**src/design/tovl_pkg.sv**
```systemverilog
// tovl_pkg: shared types and constants for the tracking overlay pixel block
// register map codes, overlay colors, glyph codes, 5x7 font table, status messages
// no dependencies
package tovl_pkg;

  typedef struct packed {
    logic [7:0] red;
    logic [7:0] green;
    logic [7:0] blue;
  } rgb_t;

  // configuration register indexes
  typedef enum logic [2:0] {
    REG_BLOB_LEFT   = 3'd0,
    REG_BLOB_RIGHT  = 3'd1,
    REG_BLOB_TOP    = 3'd2,
    REG_BLOB_BOTTOM = 3'd3,
    REG_OBJECT_COL  = 3'd4,
    REG_OBJECT_ROW  = 3'd5,
    REG_TARGET_SEEN = 3'd6,
    REG_BLOB_FOUND  = 3'd7
  } cfg_reg_e;

  typedef enum logic [3:0] {
    GLYPH_BLANK = 4'd0,
    GLYPH_D     = 4'd1,
    GLYPH_E     = 4'd2,
    GLYPH_T     = 4'd3,
    GLYPH_C     = 4'd4,
    GLYPH_N     = 4'd5,
    GLYPH_O     = 4'd6,
    GLYPH_A     = 4'd7,
    GLYPH_R     = 4'd8,
    GLYPH_G     = 4'd9
  } glyph_e;

  localparam rgb_t CENTER_CROSS_RGB = '{red: 8'd60,  green: 8'd160, blue: 8'd255};
  localparam rgb_t RING_RGB         = '{red: 8'd255, green: 8'd220, blue: 8'd40};
  localparam rgb_t OBJECT_CROSS_RGB = '{red: 8'd255, green: 8'd255, blue: 8'd255};
  localparam rgb_t TEXT_FOUND_RGB   = '{red: 8'd40,  green: 8'd255, blue: 8'd80};
  localparam rgb_t TEXT_LOST_RGB    = '{red: 8'd255, green: 8'd60,  blue: 8'd60};

  localparam int CENTER_CROSS_RAD = 9;
  localparam int OBJECT_CROSS_RAD = 8;
  localparam int RING_MARGIN      = 4;
  localparam int RING_MIN_RAD     = 2;
  localparam int RING_MIN_THICK   = 6;

  // status text: origin (8,8), scale 2, cells advance 12 pixels
  localparam int TEXT_X        = 8;
  localparam int TEXT_Y        = 8;
  localparam int TEXT_SCALE    = 2;
  localparam int CELL_ADVANCE  = 6 * TEXT_SCALE;
  localparam int GLYPH_COLS    = 5;
  localparam int GLYPH_ROWS    = 7;
  localparam int FOUND_LEN     = 8;
  localparam int LOST_LEN      = 9;
  localparam int TEXT_SPAN     = LOST_LEN * CELL_ADVANCE;
  localparam int TEXT_HEIGHT   = GLYPH_ROWS * TEXT_SCALE;
  // tx / 12 == (tx * 43) >> 9 for every tx below the text span
  localparam int CELL_RECIP    = 43;
  localparam int CELL_SHIFT    = 9;

  localparam logic [4:0] FONT_ROM [10][7] = '{
    '{5'd0,  5'd0,  5'd0,  5'd0,  5'd0,  5'd0,  5'd0},
    '{5'd30, 5'd17, 5'd17, 5'd17, 5'd17, 5'd17, 5'd30},
    '{5'd31, 5'd16, 5'd16, 5'd30, 5'd16, 5'd16, 5'd31},
    '{5'd31, 5'd4,  5'd4,  5'd4,  5'd4,  5'd4,  5'd4},
    '{5'd14, 5'd17, 5'd16, 5'd16, 5'd16, 5'd17, 5'd14},
    '{5'd17, 5'd25, 5'd21, 5'd19, 5'd17, 5'd17, 5'd17},
    '{5'd14, 5'd17, 5'd17, 5'd17, 5'd17, 5'd17, 5'd14},
    '{5'd14, 5'd17, 5'd17, 5'd31, 5'd17, 5'd17, 5'd17},
    '{5'd30, 5'd17, 5'd17, 5'd30, 5'd20, 5'd18, 5'd17},
    '{5'd14, 5'd17, 5'd16, 5'd23, 5'd17, 5'd17, 5'd15}
  };

  localparam glyph_e MSG_FOUND [8] = '{
    GLYPH_D, GLYPH_E, GLYPH_T, GLYPH_E, GLYPH_C, GLYPH_T, GLYPH_E, GLYPH_D
  };

  localparam glyph_e MSG_LOST [9] = '{
    GLYPH_N, GLYPH_O, GLYPH_BLANK, GLYPH_T, GLYPH_A, GLYPH_R, GLYPH_G, GLYPH_E, GLYPH_T
  };

endpackage

```
**src/design/tracking_overlay_pixel.sv**
```systemverilog
// tracking_overlay_pixel: per-pixel overlay of crosshairs, blob ring and status text
// depends on tovl_pkg (colors, register codes, font table)
//
// usage: pulse start with a pixel's column, row and rgb while busy is low; busy
// stays low, so a new item may be given in every cycle. the annotated rgb
// appears on out_*_o with result_valid_o high for exactly one cycle, once the
// item has passed through the input register and then the result register.
// throughput is one item per cycle: all overlay tests for a pixel run in
// parallel between those two registers, the widest path being the two
// distance squares of the ring test. the receiver cannot stall, so results are
// never held back.
// configuration goes through the apb port (register i at byte 4*i, no wait
// states); write it only while no item is in flight. ring center, radius,
// radius squared and thickness are recomputed from the registers every cycle
// into a geometry register that follows the configuration registers.
// reset clears all configuration registers to zero and drops any item in
// flight; no result strobe is given until a new item is taken.
module tracking_overlay_pixel #(
  parameter int FRAME_WIDTH  = 640,
  parameter int FRAME_HEIGHT = 480
) (
  input  logic        clk_i,
  input  logic        rst_ni,
  input  logic        psel,
  input  logic        penable,
  input  logic        pwrite,
  input  logic [4:0]  paddr,
  input  logic [31:0] pwdata,
  output logic [31:0] prdata,
  output logic        pready,
  input  logic        start,
  output logic        busy,
  input  logic [9:0]  pixel_col_i,
  input  logic [8:0]  pixel_row_i,
  input  logic [7:0]  in_red_i,
  input  logic [7:0]  in_green_i,
  input  logic [7:0]  in_blue_i,
  output logic        result_valid_o,
  output logic [7:0]  out_red_o,
  output logic [7:0]  out_green_o,
  output logic [7:0]  out_blue_o
);
  import tovl_pkg::*;

  localparam int MaxDim0 = (FRAME_WIDTH > FRAME_HEIGHT) ? FRAME_WIDTH : FRAME_HEIGHT;
  localparam int MaxDim  = (MaxDim0 > 1024) ? MaxDim0 : 1024;
  localparam int CoordW  = $clog2(MaxDim) + 2;

  localparam logic signed [CoordW-1:0] CenterCol = CoordW'(FRAME_WIDTH / 2);
  localparam logic signed [CoordW-1:0] CenterRow = CoordW'(FRAME_HEIGHT / 2);
  localparam logic signed [CoordW-1:0] CcRad     = CoordW'(CENTER_CROSS_RAD);
  localparam logic [CoordW-1:0]        FrameW    = CoordW'(FRAME_WIDTH);
  localparam logic [CoordW-1:0]        FrameH    = CoordW'(FRAME_HEIGHT);

  // configuration registers
  logic [9:0] blob_left_q, blob_right_q, object_col_q;
  logic [8:0] blob_top_q, blob_bottom_q, object_row_q;
  logic       target_seen_q, blob_found_q;
  logic       cfg_wr;
  cfg_reg_e   cfg_sel;

  assign pready  = 1'b1;
  assign busy    = 1'b0;
  assign cfg_sel = cfg_reg_e'(paddr[4:2]);
  assign cfg_wr  = psel && penable && pwrite;

  always_ff @(posedge clk_i or negedge rst_ni) begin
    if (!rst_ni) begin
      blob_left_q   <= '0;
      blob_right_q  <= '0;
      blob_top_q    <= '0;
      blob_bottom_q <= '0;
      object_col_q  <= '0;
      object_row_q  <= '0;
      target_seen_q <= 1'b0;
      blob_found_q  <= 1'b0;
    end else if (cfg_wr) begin
      case (cfg_sel)
        REG_BLOB_LEFT:   blob_left_q   <= pwdata[9:0];
        REG_BLOB_RIGHT:  blob_right_q  <= pwdata[9:0];
        REG_BLOB_TOP:    blob_top_q    <= pwdata[8:0];
        REG_BLOB_BOTTOM: blob_bottom_q <= pwdata[8:0];
        REG_OBJECT_COL:  object_col_q  <= pwdata[9:0];
        REG_OBJECT_ROW:  object_row_q  <= pwdata[8:0];
        REG_TARGET_SEEN: target_seen_q <= pwdata[0];
        REG_BLOB_FOUND:  blob_found_q  <= pwdata[0];
        default: ;
      endcase
    end
  end

  always_comb begin
    prdata = '0;
    case (cfg_sel)
      REG_BLOB_LEFT:   prdata = {22'd0, blob_left_q};
      REG_BLOB_RIGHT:  prdata = {22'd0, blob_right_q};
      REG_BLOB_TOP:    prdata = {23'd0, blob_top_q};
      REG_BLOB_BOTTOM: prdata = {23'd0, blob_bottom_q};
      REG_OBJECT_COL:  prdata = {22'd0, object_col_q};
      REG_OBJECT_ROW:  prdata = {23'd0, object_row_q};
      REG_TARGET_SEEN: prdata = {31'd0, target_seen_q};
      REG_BLOB_FOUND:  prdata = {31'd0, blob_found_q};
      default:         prdata = '0;
    endcase
  end

  // ring geometry from the box registers
  logic [10:0]        sum_x;
  logic [9:0]         sum_y;
  logic signed [11:0] box_w, box_h, box_max, box_adj, half_max, rad_s;
  logic [9:0]         rad_u;
  logic [6:0]         rad_div8;
  logic [9:0]         ring_cx_d, ring_cx_q;
  logic [8:0]         ring_cy_d, ring_cy_q;
  logic               ring_en_d, ring_en_q;
  logic [19:0]        rad_sq_d, rad_sq_q;
  logic [10:0]        rad_lim_d, rad_lim_q;
  logic [6:0]         thick_d, thick_q;

  always_comb begin
    sum_x     = {1'b0, blob_left_q} + {1'b0, blob_right_q};
    sum_y     = {1'b0, blob_top_q} + {1'b0, blob_bottom_q};
    ring_cx_d = sum_x[10:1];
    ring_cy_d = sum_y[9:1];
    box_w     = $signed({2'b00, blob_right_q}) - $signed({2'b00, blob_left_q}) + 12'sd1;
    box_h     = $signed({3'b000, blob_bottom_q}) - $signed({3'b000, blob_top_q}) + 12'sd1;
    box_max   = (box_w > box_h) ? box_w : box_h;
    // halve rounding toward zero
    box_adj   = box_max + $signed({11'd0, box_max[11]});
    half_max  = box_adj >>> 1;
    rad_s     = half_max + 12'(RING_MARGIN);
    ring_en_d = rad_s >= 12'sd2;
    rad_u     = rad_s[9:0];
    rad_sq_d  = rad_u * rad_u;
    rad_lim_d = {1'b0, rad_u} + 11'd1;
    rad_div8  = rad_u[9:3];
    thick_d   = (rad_div8 > 7'(RING_MIN_THICK)) ? rad_div8 : 7'(RING_MIN_THICK);
  end

  always_ff @(posedge clk_i) begin
    ring_cx_q  <= ring_cx_d;
    ring_cy_q  <= ring_cy_d;
    ring_en_q  <= ring_en_d;
    rad_sq_q   <= rad_sq_d;
    rad_lim_q  <= rad_lim_d;
    thick_q    <= thick_d;
  end

  // input register
  logic       in_valid_q;
  logic [9:0] col_q;
  logic [8:0] row_q;
  rgb_t       pix_q;

  always_ff @(posedge clk_i or negedge rst_ni) begin
    if (!rst_ni) begin
      in_valid_q <= 1'b0;
    end else begin
      in_valid_q <= start && !busy;
    end
  end

  always_ff @(posedge clk_i) begin
    if (start && !busy) begin
      col_q <= pixel_col_i;
      row_q <= pixel_row_i;
      pix_q <= '{red: in_red_i, green: in_green_i, blue: in_blue_i};
    end
  end

  // frame bound and center crosshair
  logic signed [CoordW-1:0] pos_x, pos_y, cc_dx, cc_dy;
  logic                     in_frame, cc_hit;

  always_comb begin
    pos_x    = $signed({{(CoordW-10){1'b0}}, col_q});
    pos_y    = $signed({{(CoordW-9){1'b0}}, row_q});
    in_frame = ({{(CoordW-10){1'b0}}, col_q} < FrameW) &&
               ({{(CoordW-9){1'b0}}, row_q} < FrameH);
    cc_dx    = pos_x - CenterCol;
    cc_dy    = pos_y - CenterRow;
    cc_hit   = ((pos_y == CenterRow) && (cc_dx >= -CcRad) && (cc_dx <= CcRad)) ||
               ((pos_x == CenterCol) && (cc_dy >= -CcRad) && (cc_dy <= CcRad));
  end

  // ring test
  logic signed [10:0] rg_dx;
  logic signed [9:0]  rg_dy;
  logic [9:0]         abs_dx;
  logic [8:0]         abs_dy;
  logic [19:0]        sq_dx;
  logic [17:0]        sq_dy;
  logic [20:0]        dist_sq;
  logic signed [21:0] ring_err, thick_s;
  logic               ring_hit;

  always_comb begin
    rg_dx    = $signed({1'b0, col_q}) - $signed({1'b0, ring_cx_q});
    rg_dy    = $signed({1'b0, row_q}) - $signed({1'b0, ring_cy_q});
    abs_dx   = rg_dx[10] ? 10'(-rg_dx) : rg_dx[9:0];
    abs_dy   = rg_dy[9] ? 9'(-rg_dy) : rg_dy[8:0];
    sq_dx    = abs_dx * abs_dx;
    sq_dy    = abs_dy * abs_dy;
    dist_sq  = {1'b0, sq_dx} + {3'b000, sq_dy};
    ring_err = $signed({1'b0, dist_sq}) - $signed({2'b00, rad_sq_q});
    thick_s  = $signed({15'd0, thick_q});
    ring_hit = ring_en_q && ({1'b0, abs_dx} <= rad_lim_q) && ({2'b00, abs_dy} <= rad_lim_q) &&
               (ring_err <= thick_s) && (ring_err >= -thick_s);
  end

  // object crosshair
  logic signed [10:0] ob_dx;
  logic signed [9:0]  ob_dy;
  logic               obj_hit;

  always_comb begin
    ob_dx   = $signed({1'b0, col_q}) - $signed({1'b0, object_col_q});
    ob_dy   = $signed({1'b0, row_q}) - $signed({1'b0, object_row_q});
    obj_hit = ((row_q == object_row_q) && (ob_dx >= -11'(OBJECT_CROSS_RAD)) &&
               (ob_dx <= 11'(OBJECT_CROSS_RAD))) ||
              ((col_q == object_col_q) && (ob_dy >= -10'(OBJECT_CROSS_RAD)) &&
               (ob_dy <= 10'(OBJECT_CROSS_RAD)));
  end

  // status text
  logic [9:0]  tx;
  logic [8:0]  ty;
  logic [6:0]  tx_near;
  logic [12:0] cell_prod;
  logic [3:0]  cell_idx;
  logic [6:0]  cell_ofs;
  logic [2:0]  glyph_col, font_line;
  glyph_e      glyph;
  logic [4:0]  font_bits;
  logic        in_box, cell_ok, text_hit;

  always_comb begin
    tx        = col_q - 10'(TEXT_X);
    ty        = row_q - 9'(TEXT_Y);
    in_box    = (col_q >= 10'(TEXT_X)) && (tx < 10'(TEXT_SPAN)) &&
                (row_q >= 9'(TEXT_Y)) && (ty < 9'(TEXT_HEIGHT));
    tx_near   = tx[6:0];
    cell_prod = 13'(tx_near) * 13'(CELL_RECIP);
    cell_idx  = cell_prod[CELL_SHIFT+3:CELL_SHIFT];
    cell_ofs  = tx_near - 7'(cell_idx) * 7'(CELL_ADVANCE);
    glyph_col = cell_ofs[3:1];
    font_line = ty[3:1];
    cell_ok   = target_seen_q ? (cell_idx < 4'(FOUND_LEN)) : (cell_idx < 4'(LOST_LEN));
    glyph     = GLYPH_BLANK;
    if (cell_ok) begin
      glyph = target_seen_q ? MSG_FOUND[cell_idx[2:0]] : MSG_LOST[cell_idx];
    end
    font_bits = FONT_ROM[glyph][font_line];
    text_hit  = in_box && cell_ok && (glyph_col < 3'(GLYPH_COLS)) &&
                font_bits[3'd4 - glyph_col];
  end

  // layer priority: later layers win
  rgb_t paint_d, paint_q;
  logic out_valid_q;

  always_comb begin
    paint_d = pix_q;
    if (in_frame) begin
      if (cc_hit) begin
        paint_d = CENTER_CROSS_RGB;
      end
      if (target_seen_q && blob_found_q) begin
        if (ring_hit) begin
          paint_d = RING_RGB;
        end
        if (obj_hit) begin
          paint_d = OBJECT_CROSS_RGB;
        end
      end
      if (text_hit) begin
        paint_d = target_seen_q ? TEXT_FOUND_RGB : TEXT_LOST_RGB;
      end
    end
  end

  always_ff @(posedge clk_i or negedge rst_ni) begin
    if (!rst_ni) begin
      out_valid_q <= 1'b0;
    end else begin
      out_valid_q <= in_valid_q;
    end
  end

  always_ff @(posedge clk_i) begin
    paint_q <= paint_d;
  end

  assign result_valid_o = out_valid_q;
  assign out_red_o      = paint_q.red;
  assign out_green_o    = paint_q.green;
  assign out_blue_o     = paint_q.blue;

  // every registered item gives exactly one result strobe on the next edge
  a_one_result: assert property (@(posedge clk_i) disable iff (!rst_ni)
    in_valid_q |=> result_valid_o)
    else $error("registered item produced no result");

  a_no_spurious: assert property (@(posedge clk_i) disable iff (!rst_ni)
    !in_valid_q |=> !result_valid_o)
    else $error("result strobe without an item");

  // with no layer active the source color passes through untouched
  a_pass_through: assert property (@(posedge clk_i) disable iff (!rst_ni)
    (in_valid_q && (!in_frame || (!cc_hit && !text_hit &&
      !(target_seen_q && blob_found_q)))) |=>
    (out_red_o == $past(pix_q.red) && out_green_o == $past(pix_q.green) &&
     out_blue_o == $past(pix_q.blue)))
    else $error("pixel altered with no overlay layer active");

endmodule

```
**config.mk**
```make
export PLATFORM = sky130hd
export DESIGN_NAME = tracking_overlay_pixel
export DESIGN_NICKNAME = d
export VERILOG_FILES = /design/src/design/tovl_pkg.sv /design/src/design/tracking_overlay_pixel.sv
export SDC_FILE = /design/constraint.sdc
export NUM_CORES = 1
export LEC_CHECK = 0
export BUFFER_PORTS_ARGS = -buffer_cell sky130_fd_sc_hd__buf_2
export CAP_MARGIN = 20
export CORE_MARGIN = 2
export CORE_UTILIZATION = 35
export CTS_BUF_LIST = sky130_fd_sc_hd__clkbuf_4 sky130_fd_sc_hd__clkbuf_8 sky130_fd_sc_hd__clkbuf_16
export DETAILED_ROUTE_END_ITERATION = 10
export HOLD_SLACK_MARGIN = 0.12
export PLACE_DENSITY = 0.57
export SYNTH_ARGS = -nofsm -noshare
export SYNTH_HDL_FRONTEND = slang
export SYNTH_SLANG_ARGS = --single-unit
```
**constraint.sdc**
```tcl
create_clock -name clk_i -period 16 [get_ports clk_i]
set_input_delay 1.6 -clock clk_i [delete_from_list [all_inputs] [get_ports clk_i]]
set_output_delay 1.6 -clock clk_i [all_outputs]
set_load 0.1 [all_outputs]
```
# ---- Yosys cells after proc, flatten, opt, wreduce, memory -nomap -nowiden
# Memories as Yosys holds them, arrays and structs flattened.
# Index checks and enable logic that the tools add are counted.
# Widths: inputs -> output; s select.
dict set report totals {
  mem_count 3
  word_cells 158
  register_bits 186
  out_inout_bits 59
  rom_bits 656
  inputBits 86
}
dict set report classes {
  mux 25
  bitwise_logic 4
  n_mul 5
  magnitude_cmp 29
  eq_ne 11
  reduce_logical 33
  addsub 24
}
# name words width rd rd_clocked_by_memory_dff write_ports line_no
set memory_table {}
lappend memory_table {{(name not given)} 16 35 1 0 0 tracking_overlay_pixel.sv:253} ;# font_bits = FONT_ROM[glyph][font_line];
lappend memory_table {{(name not given)} 16 4 1 0 0 tracking_overlay_pixel.sv:251} ;# glyph = target_seen_q ? MSG_FOUND[cell_idx[2:0]] : MSG_LOST[cell_idx];
lappend memory_table {{(name not given)} 8 4 1 0 0 tracking_overlay_pixel.sv:251}
# cell n
set ops {}
lappend ops {{$pmux 32 s8} 1}
lappend ops {{$mux 24} 7}
lappend ops {{$mux 35} 2}
lappend ops {{$mul 10x10->20} 2}
lappend ops {{$sub 10x10->11} 3}
lappend ops {{$sub 9x9->10} 3}
lappend ops {{$mux 4} 6}
lappend ops {{$ge 22x22->1} 1}
lappend ops {{$le 11x5->1 const B} 2}
lappend ops {{$le 22x8->1} 1}
lappend ops {{$logic_and 1x1->1} 22}
lappend ops {{$neg 7->22} 1}
lappend ops {{$sub 21x20->22} 1}
lappend ops {{$add 20x18->21} 1}
lappend ops {{$ge 10x4->1 const B} 2}
lappend ops {{$le 10x5->1 const B} 2}
lappend ops {{$mul 9x9->18} 1}
lappend ops {{$reduce_and 2->1} 8}
lappend ops {{$bmux 5 s3} 1}
lappend ops {{$mul 7x6->13 const B} 1}
lappend ops {{$add 11x2->12 const B} 1}
lappend ops {{$add 11x4->12 const B} 1}
lappend ops {{$add 12x2->12} 1}
lappend ops {{$eq 3x3->1 const B} 4}
lappend ops {{47 further kinds} 56}

# ---- Depth between registers and ports, before layout
# Gate-level depths: netlist (run 1).
dict set report logic_depth {
  ltp_word 20
  ltp_mapped 52
  depth_no_buf 52
}

# ---- Worst setup path after synthesis (run 1)
# Ideal clock, no wire load.
dict set report synth_path {
  kind {register -> register}
  startpoint {register blob_right_q[0]}
  endpoint {register rad_sq_q[17]}
  t_arrival_ps 11010
  period_less_slack_ps 11082
  stages_incl_launch_ff 44
  setup_ps 72
  t_required_ps 15928
  n_path_buf 2
  path_slack_ps 4918
  path_cell_list {dfrtp_1 > inv_1 > ha_1 > inv_1 > fa_1 > a21oi_2 > o2111a_1 > or4b_4 > or2b_1 > or4_1 > and2_1 > ha_1 > nand4_1 > or2_1 > o31a_1 > o32a_1 > clkbuf_1 > o31ai_1 > [... 8 more ...] > nor2_1 > nand2_1 > fa_1 > fa_1 > fa_1 > inv_1 > fa_1 > inv_1 > fa_1 > inv_1 > ha_1 > or3_1 > o21bai_1 > a31o_2 > a31oi_1 > o21bai_1 > a21oi_1 > xnor2_1}
}
dict set report synth_between {
  elab_chain_len 7
}
# element line_no
set synth_rtl {}
lappend synth_rtl {{start, declared} tracking_overlay_pixel.sv:56} ;# logic [9:0] blob_left_q, blob_right_q, object_col_q;
lappend synth_rtl {{start signal, assigned} tracking_overlay_pixel.sv:80} ;# REG_BLOB_RIGHT: blob_right_q <= pwdata[9:0];
lappend synth_rtl {{$sub 10x10->11 *} tracking_overlay_pixel.sv:125} ;# box_w = $signed({2'b00, blob_right_q}) - $signed({2'b00, blob_left_q}) + 12'sd1;
lappend synth_rtl {{$add 11x2->12 *} tracking_overlay_pixel.sv:125}
lappend synth_rtl {{$gt 12x11->1} tracking_overlay_pixel.sv:127} ;# box_max = (box_w > box_h) ? box_w : box_h;
lappend synth_rtl {{$mux 12 *} tracking_overlay_pixel.sv:127}
lappend synth_rtl {{$add 12x2->12 *} tracking_overlay_pixel.sv:129} ;# box_adj = box_max + $signed({11'd0, box_max[11]});
lappend synth_rtl {{$add 11x4->12 *} tracking_overlay_pixel.sv:131} ;# rad_s = half_max + 12'(RING_MARGIN);
lappend synth_rtl {{$mul 10x10->20 *} tracking_overlay_pixel.sv:134} ;# rad_sq_d = rad_u * rad_u;
lappend synth_rtl {{net rad_sq_d[17]} tracking_overlay_pixel.sv:116} ;# logic [19:0] rad_sq_d, rad_sq_q;
lappend synth_rtl {{end signal, assigned} tracking_overlay_pixel.sv:144} ;# rad_sq_q <= rad_sq_d;
lappend synth_rtl {{end, declared} tracking_overlay_pixel.sv:116}
# Mark *: on every way through the listed nets, which the timed path passes. The rest lies on a longest branch.
# A chain may end at the register's enable or synchronous reset.

==> results of run 1 <==
==> routing by layer <==
| metal | GRT usage [%] | vias to the layer above |
|---|---|---|
| met5 | 0 | - |
| met4 | 3.12 | 0 |
| met3 | 1.88 | 47 |
| met2 | 29.4 | 294 |
| met1 | 23.3 | 8557 |
| li1 | - | 9059 |
==> final cells by class <==
type                            count  area (um2)  area share (%)
Multi-Input combinational cell   1934       17100            66.4
Inverter                          478        1800            7.00
Clock buffer                       18         450            1.75
Clock inverter                     14         156           0.609
Sequential cell                   185        4440            17.3
Timing Repair Buffer              120         679            2.65
Tap cell                          873        1090            4.26
==> critical path: cells and delay by family (launching register included) <==
kind	cells	cell delay, ns
flip-flops	1	0.55
AO/OA/AOI/OAI	14	3.22
XOR/XNOR	2	0.64
AND/OR/NAND/NOR	13	2.37
adder cells (fa/ha/maj)	11	4.67
buffers and inverters	8	1.22
==> cell usage after synthesis, drive strengths merged (7+ instances only) <==
master,instances
or2,14
and3,16
dfrtp,61
o21bai,19
a21oi,102
o211a,14
nand2b,23
o21a,38
o31ai,16
mux2,38
fa,199
nand2,137
nor2,229
a31oi,14
o211ai,13
nor4,25
nor2b,32
a211oi,24
inv,472
dfxtp,81
o22ai,7
or3,11
clkbuf,41
or4,14
xor2,59
and2,20
nand4,26
nand3,49
a21o,33
nor3,53
edfxtp,43
mux2i,17
ha,346
xnor2,97
buf,33
o2111ai,9
o21ai,98
nor3b,10
==> cells in the final DEF, fill, tap and decap left out, types with 9 or more instances in the layout <==
| master | n |
|---|---|
| or4_1 | 13 |
| o2111ai_1 | 9 |
| nor3b_1 | 10 |
| nand4_1 | 26 |
| a21o_1 | 33 |
| nand3_1 | 49 |
| buf_2 | 96 |
| inv_1 | 470 |
| o211a_1 | 14 |
| xnor2_1 | 97 |
| dfxtp_1 | 81 |
| nor2b_1 | 32 |
| ha_1 | 346 |
| clkbuf_16 | 18 |
| fa_1 | 199 |
| o31ai_1 | 16 |
| nor3_1 | 52 |
| mux2i_1 | 17 |
| nor4_1 | 24 |
| a211oi_1 | 22 |
| and3_1 | 16 |
| o211ai_1 | 13 |
| dfrtp_1 | 61 |
| nor2_1 | 229 |
| or3_1 | 11 |
| edfxtp_1 | 43 |
| mux2_2 | 38 |
| nand2_1 | 136 |
| conb_1 | 24 |
| o21bai_1 | 19 |
| a31oi_1 | 14 |
| or2_2 | 10 |
| o21ai_0 | 95 |
| and2_1 | 19 |
| nand2b_1 | 23 |
| a21oi_1 | 99 |
| xor2_1 | 58 |
| buf_4 | 22 |
| o21a_1 | 38 |
==> path summary, 6_finish.rpt <==
check,from,depth (start not counted),to,slack (ns)
setup reg to reg,col_q[0],48,out_blue_o[2],3.21
max in group asynchronous,rst_ni,2,blob_right_q[8],14.15
min in group asynchronous,rst_ni,2,object_col_q[5],1.30
hold / removal,in_valid_q,0,result_valid_o,0.35
setup / recovery,col_q[0],48,out_blue_o[2],3.21
hold reg to reg,in_valid_q,0,result_valid_o,0.35
==> kinds of logic (layout without fill, tap and decap cells) <==
kind of cell | after synthesis | in the layout
AND/OR/NAND/NOR | 682 | 682
multiplexers | 61 | 61
flip-flops | 185 | 185
AO/OA/AOI/OAI | 463 | 463
other | 2 | 24
adder cells (fa/ha/maj) | 546 | 546
buffers and inverters | 552 | 630
XOR/XNOR | 158 | 158
==> flip-flops by register name, indices dropped and copies added, names as in the netlist, 10 cells and up <==
register / count
pix_q: 24
rad_sq_q: 19
rad_lim_q: 11
blob_left_q: 10
blob_right_q: 10
col_q: 10
object_col_q: 10
ring_cx_q: 10
==> per-stage QoR <==
stage	hold slack (ns)	cells	area, um2	setup slack, ns	utilization (%)
floorplan	0.331	2671	23700	4.92	-
global placement	0.332	3588	25000	3.38	37.4
detailed placement	0.335	3588	25000	3.43	37.4
CTS	0.351	3620	25600	3.34	38.3
global route	0.372	3622	25700	2.37	38.4
finish	0.350	3622	25700	3.21	38.4
==> flow_summary.json, run 1 <==
{
  "synth_top_area_share_pct": 18.4,
  "routed_wl_um": 58100,
  "cap_viol_max_count": 0,
  "clock_path_buffers": 2,
  "place.gp.congestion": 0.883,
  "grt_pass1_vias": 17700,
  "synth_ff_type": "dfxtp_1",
  "cts_setup_buffers": 0,
  "dr.pass1.iters": 6,
  "slowest_stage": "clkinv_1",
  "drt_iter0_markers": 1095,
  "slew_headroom_pct": 29.4,
  "ys_warn_count": 0,
  "worstPathMaxFanout": 9,
  "vias_per_cell": 4.96,
  "die_x_um": 264,
  "synth-seq-cells": 185,
  "cts_resized": 0,
  "worst_pin_slew_ns": 1.05,
  "netlist_instances": 2649,
  "fillers": 6881,
  "tritoncts": "built",
  "dp_hpwl_um": 48100,
  "netlist_area_mm2": 0.0236,
  "num_antenna_cells": 0,
  "finalNetCount": 3367,
  "wl_met2_um": 28000,
  "wl_met3_um": 1850,
  "critPathMostFrequentCell": "fa_1",
  "cp.required_ns": 16.36,
  "track_usage_pct": 17.1,
  "cts_max_level": 4,
  "drc": 0,
  "synth-compound-area-share_pct": 13.3,
  "arrival_ns": 13.15,
  "hold_viol_final": 0,
  "end_kind": "register",
  "yosys-top-cells-area": "ha_1, fa_1, inv_1, dfxtp_1, dfrtp_1",
  "yosysTopAreaCell": "ha_1",
  "critical_path.max_stage_delay_ns": 0.60,
  "fmax_mhz": 78.2,
  "grt_max_degree": 62,
  "die_h_um": 264,
  "synth_mux_area_share_pct": 3.11,
  "fp-row-count": 95,
  "fin_skew_ns": 0.00974,
  "overflow": 0,
  "cts-buffers-inserted": 17,
  "dieArea_mm2": 0.0695,
  "root_buffer": "clkbuf_16",
  "async_flop_share_pct": 33.0,
  "synth_top_family_by_area": "adder cells",
  "drt.antenna.violating_nets": 0,
  "min_period_ns": 12.79,
  "synth_xor_xnor_area_share_pct": 6.02,
  "clk_latency_ns": 0.47,
  "setup_tns_ns": 0,
  "critical_path_class": "register to register",
  "port_buffers": 96,
  "ys_types": 97,
  "finalSetupViolCount": 0,
  "vias": 18000,
  "dr.max_layer_used": "met4",
  "drive_gt1_share_pct": 8.55,
  "clk_pin_slew_ns": 0.07,
  "cp-start-kind": "register",
  "min_period_over_period_pct": 79.9,
  "cts_sinks": 185,
  "holdBufCountCts": 0,
  "rsz0062_at_grt": "false",
  "flow.area_growth_from_synthesis_pct": 8.87,
  "status": "finished, final reports clean",
  "yosysSeqAreaShare_pct": 18.8,
  "core_mm2": 0.0669,
  "drv_slew": 0,
  "io_pins": 145,
  "hold_path.class": "register to register",
  "synth_edf_count": 43,
  "synthSimpleGateAreaFrac_pct": 14.1,
  "start_util_pct": 35.2,
  "synth_fa_ha_area_share_pct": 35.3,
  "drt-met1-wl_um": 27600,
  "antenna_found_initial": 1,
  "avgSynthCellArea_um2": 8.90,
  "grt_pass1_wl_um": 95300,
  "wl_per_cell_um": 16.0
}
Power of run 1 is left out: the tool's default activity adds up to more than one toggle a clock period on the data nets, which glitch-free logic cannot reach.
==> run 2: changes to the inputs <==
- ABC_AREA: default -> 1
- PLACE_DENSITY: 0.57 -> 0.59
- clock period: 16 -> 10.3 ns (I/O delays scaled with it)
==> flow_summary.json, run 2 <==
{
  "cts_max_level": 4,
  "critPathMostFrequentCell": "nand2_1",
  "post-place-cells": 4084,
  "synth_xor_xnor_area_share_pct": 4.75,
  "die_h_um": 265,
  "start_util_pct": 35.4,
  "vias": 19500,
  "r2r-end": "out_red_o[3]",
  "r2r-start": "row_q[2]",
  "status": "finished, final reports clean",
  "core_mm2": 0.0673,
  "cap_viol_max_count": 0,
  "cp.required_ns": 10.66,
  "avgSynthCellArea_um2": 7.72,
  "drt_iter0_markers": 1025,
  "hold_depth": 0,
  "postLayoutCoreUtil_pct": 40.1,
  "async_flop_share_pct": 33.0,
  "dr.pass1.iters": 5,
  "worst_pin_slew_ns": 1.20,
  "die_x_um": 265,
  "regMostFlops": "pix_q",
  "cp-start-kind": "register",
  "holdPathEnd": "result_valid_o",
  "synth_ff_type": "dfxtp_1",
  "synthSimpleGateAreaFrac_pct": 21.1,
  "critical_path.max_stage_delay_ns": 0.56,
  "synth_most_common_cell": "inv_1",
  "routed_wl_um": 60400,
  "place.gp.congestion": 0.886,
  "holdBufCountCts": 0,
  "drt.antenna.violating_nets": 0,
  "root_buffer": "clkbuf_16",
  "synth-compound-area-share_pct": 8.65,
  "yosysTopAreaCell": "ha_1",
  "drc": 0,
  "top_regs": "pix_q: 24 flops, rad_sq_q: 19 flops, rad_lim_q: 11 flops",
  "critical_path_class": "register to register",
  "min_period_over_period_pct": 94.3,
  "min_period_ns": 9.72,
  "grt_max_degree": 62,
  "synth_commonest_cells": "inv_1, nand2_1, ha_1, nor2_1, fa_1",
  "setup_tns_ns": 0,
  "synth_fa_ha_area_share_pct": 34.9,
  "tritoncts": "built",
  "layout_commonest_cell": "inv_1",
  "clock_path_buffers": 2,
  "fmax_mhz": 103,
  "final_cell_mix": "inv_1, nand2_1, ha_1, nor2_1, fa_1",
  "io_pins": 145,
  "dieArea_mm2": 0.0702,
  "finalNetCount": 3894,
  "end_kind": "register",
  "synth_top_area_share_pct": 18.2,
  "synth_top_family_by_area": "adder cells",
  "fin_skew_ns": 0.0220,
  "fp-row-count": 95,
  "slew_headroom_pct": 19.0,
  "overflow": 0,
  "dp_hpwl_um": 50800,
  "drive_gt1_share_pct": 12.3,
  "netlist_area_mm2": 0.0238,
  "port_buffers": 96,
  "clk_latency_ns": 0.48,
  "hold_viol_final": 0,
  "synth-seq-cells": 185,
  "finalSetupViolCount": 0,
  "drv_slew": 0,
  "cts-buffers-inserted": 17,
  "track_usage_pct": 17.4,
  "ys_warn_count": 0,
  "netlist_instances": 3087,
  "antenna_found_initial": 2,
  "fin_cells": 4150,
  "arrival_ns": 10.08,
  "worstPathMaxFanout": 5,
  "hold_path.class": "register to register",
  "rr_worst_depth": 58,
  "vias_per_cell": 4.71,
  "flow.area_growth_from_synthesis_pct": 13.2,
  "grt_pass1_vias": 19200,
  "rrSetupSlack_ns": 0.58,
  "cts_sinks": 185,
  "slowest_stage": "fa_1",
  "grt_pass1_wl_um": 98000,
  "clk_pin_slew_ns": 0.09,
  "yosys-top-cells-area": "ha_1, fa_1, inv_1, nand2_1, dfxtp_1",
  "synth_edf_count": 43,
  "min_from": "in_valid_q",
  "ys_types": 64,
  "yosysSeqAreaShare_pct": 18.6,
  "largest_reg_flops": 24,
  "wl_per_cell_um": 14.5,
  "synth_mux_area_share_pct": 0
}
## run 2: changes by cell type after synthesis, moves of 34 or more
cell     delta
nand3_1   +101
nand2_1   +487
mux2_2     -38
xor2_1     +34
xnor2_1    -68
inv_1     +160
## run 2: cells by family after synthesis
| logic type | count (synthesis) |
|---|---|
| AOI/OAI and AO/OA | 353 |
| xor gates and xnor gates | 124 |
| adders and majority gates | 545 |
| buffers and inverters | 710 |
| DFF | 185 |
| other | 2 |
| and+or+nand+nor | 1168 |
## run 2: area by class of cell
class / count / area (um2)
multi-input cells: 2214 / 17100
repair buffers: 189 / 1190
inverters: 655 / 2480
diodes: 1 / 2.50
fillers: 7045 / 40300
repair inverters: 1 / 7.51
clock buffers: 17 / 425
well taps: 873 / 1090
clock inverters: 15 / 248
flip-flops and latches: 185 / 4440
## run 2: how the worst max path moves through the flow
stage / from / end / slack (ns) / cells past startpoint
after CTS: row_q[2] / out_red_o[3] / 0.01 / 53
final: row_q[2] / out_red_o[3] / 0.58 / 58
after detailed placement: row_q[2] / out_red_o[5] / 0.04 / 52
after global routing: row_q[2] / out_green_o[7] / -0.08 / 55
after global placement: row_q[2] / out_red_o[3] / 0.17 / 53
after floorplan: col_q[0] / out_red_o[3] / 0.53 / 53
## run 2: critical path: cells and delay by family, from the launching register on
family          cells  cell delay [ns]
fa+ha+maj          10             4.39
simple gates       27             2.36
compound gates      9             1.12
buf+inv            11             1.04
flops               1             0.45
xor+xnor            1             0.22
## run 2: timing repair
item,4_1_cts,5_1_grt
gates cloned,0,2
setup buffers,0,31
setup endpoints to repair,3,35
pin swaps,0,40
hold endpoints to repair,0,0
resized for setup,1,114
## run 2: metal layers
| metal | share of wire (%) | global-route usage (%) | vias up | wire [um] |
|---|---|---|---|---|
| met4 | 2.3 | 4.31 | 0 | 1410 |
| met1 | 47 | 23.8 | 9095 | 28500 |
| met2 | 47 | 29.2 | 338 | 28300 |
| li1 | - | - | 10000 | - |
| met3 | 3.6 | 2.31 | 70 | 2180 |
| met5 | 0 | 0 | - | 0 |
## run 2: per-stage QoR
step	worst slack, ns	area [um2]	hold slack (ns)
finish	0.584	27000	0.358
global route	-0.0775	27000	0.362
CTS	0.0109	26200	0.361
detailed placement	0.0392	25600	0.341
global placement	0.168	25600	0.339
floorplan	0.533	23900	0.331
Power of run 2 is left out for the same reason.
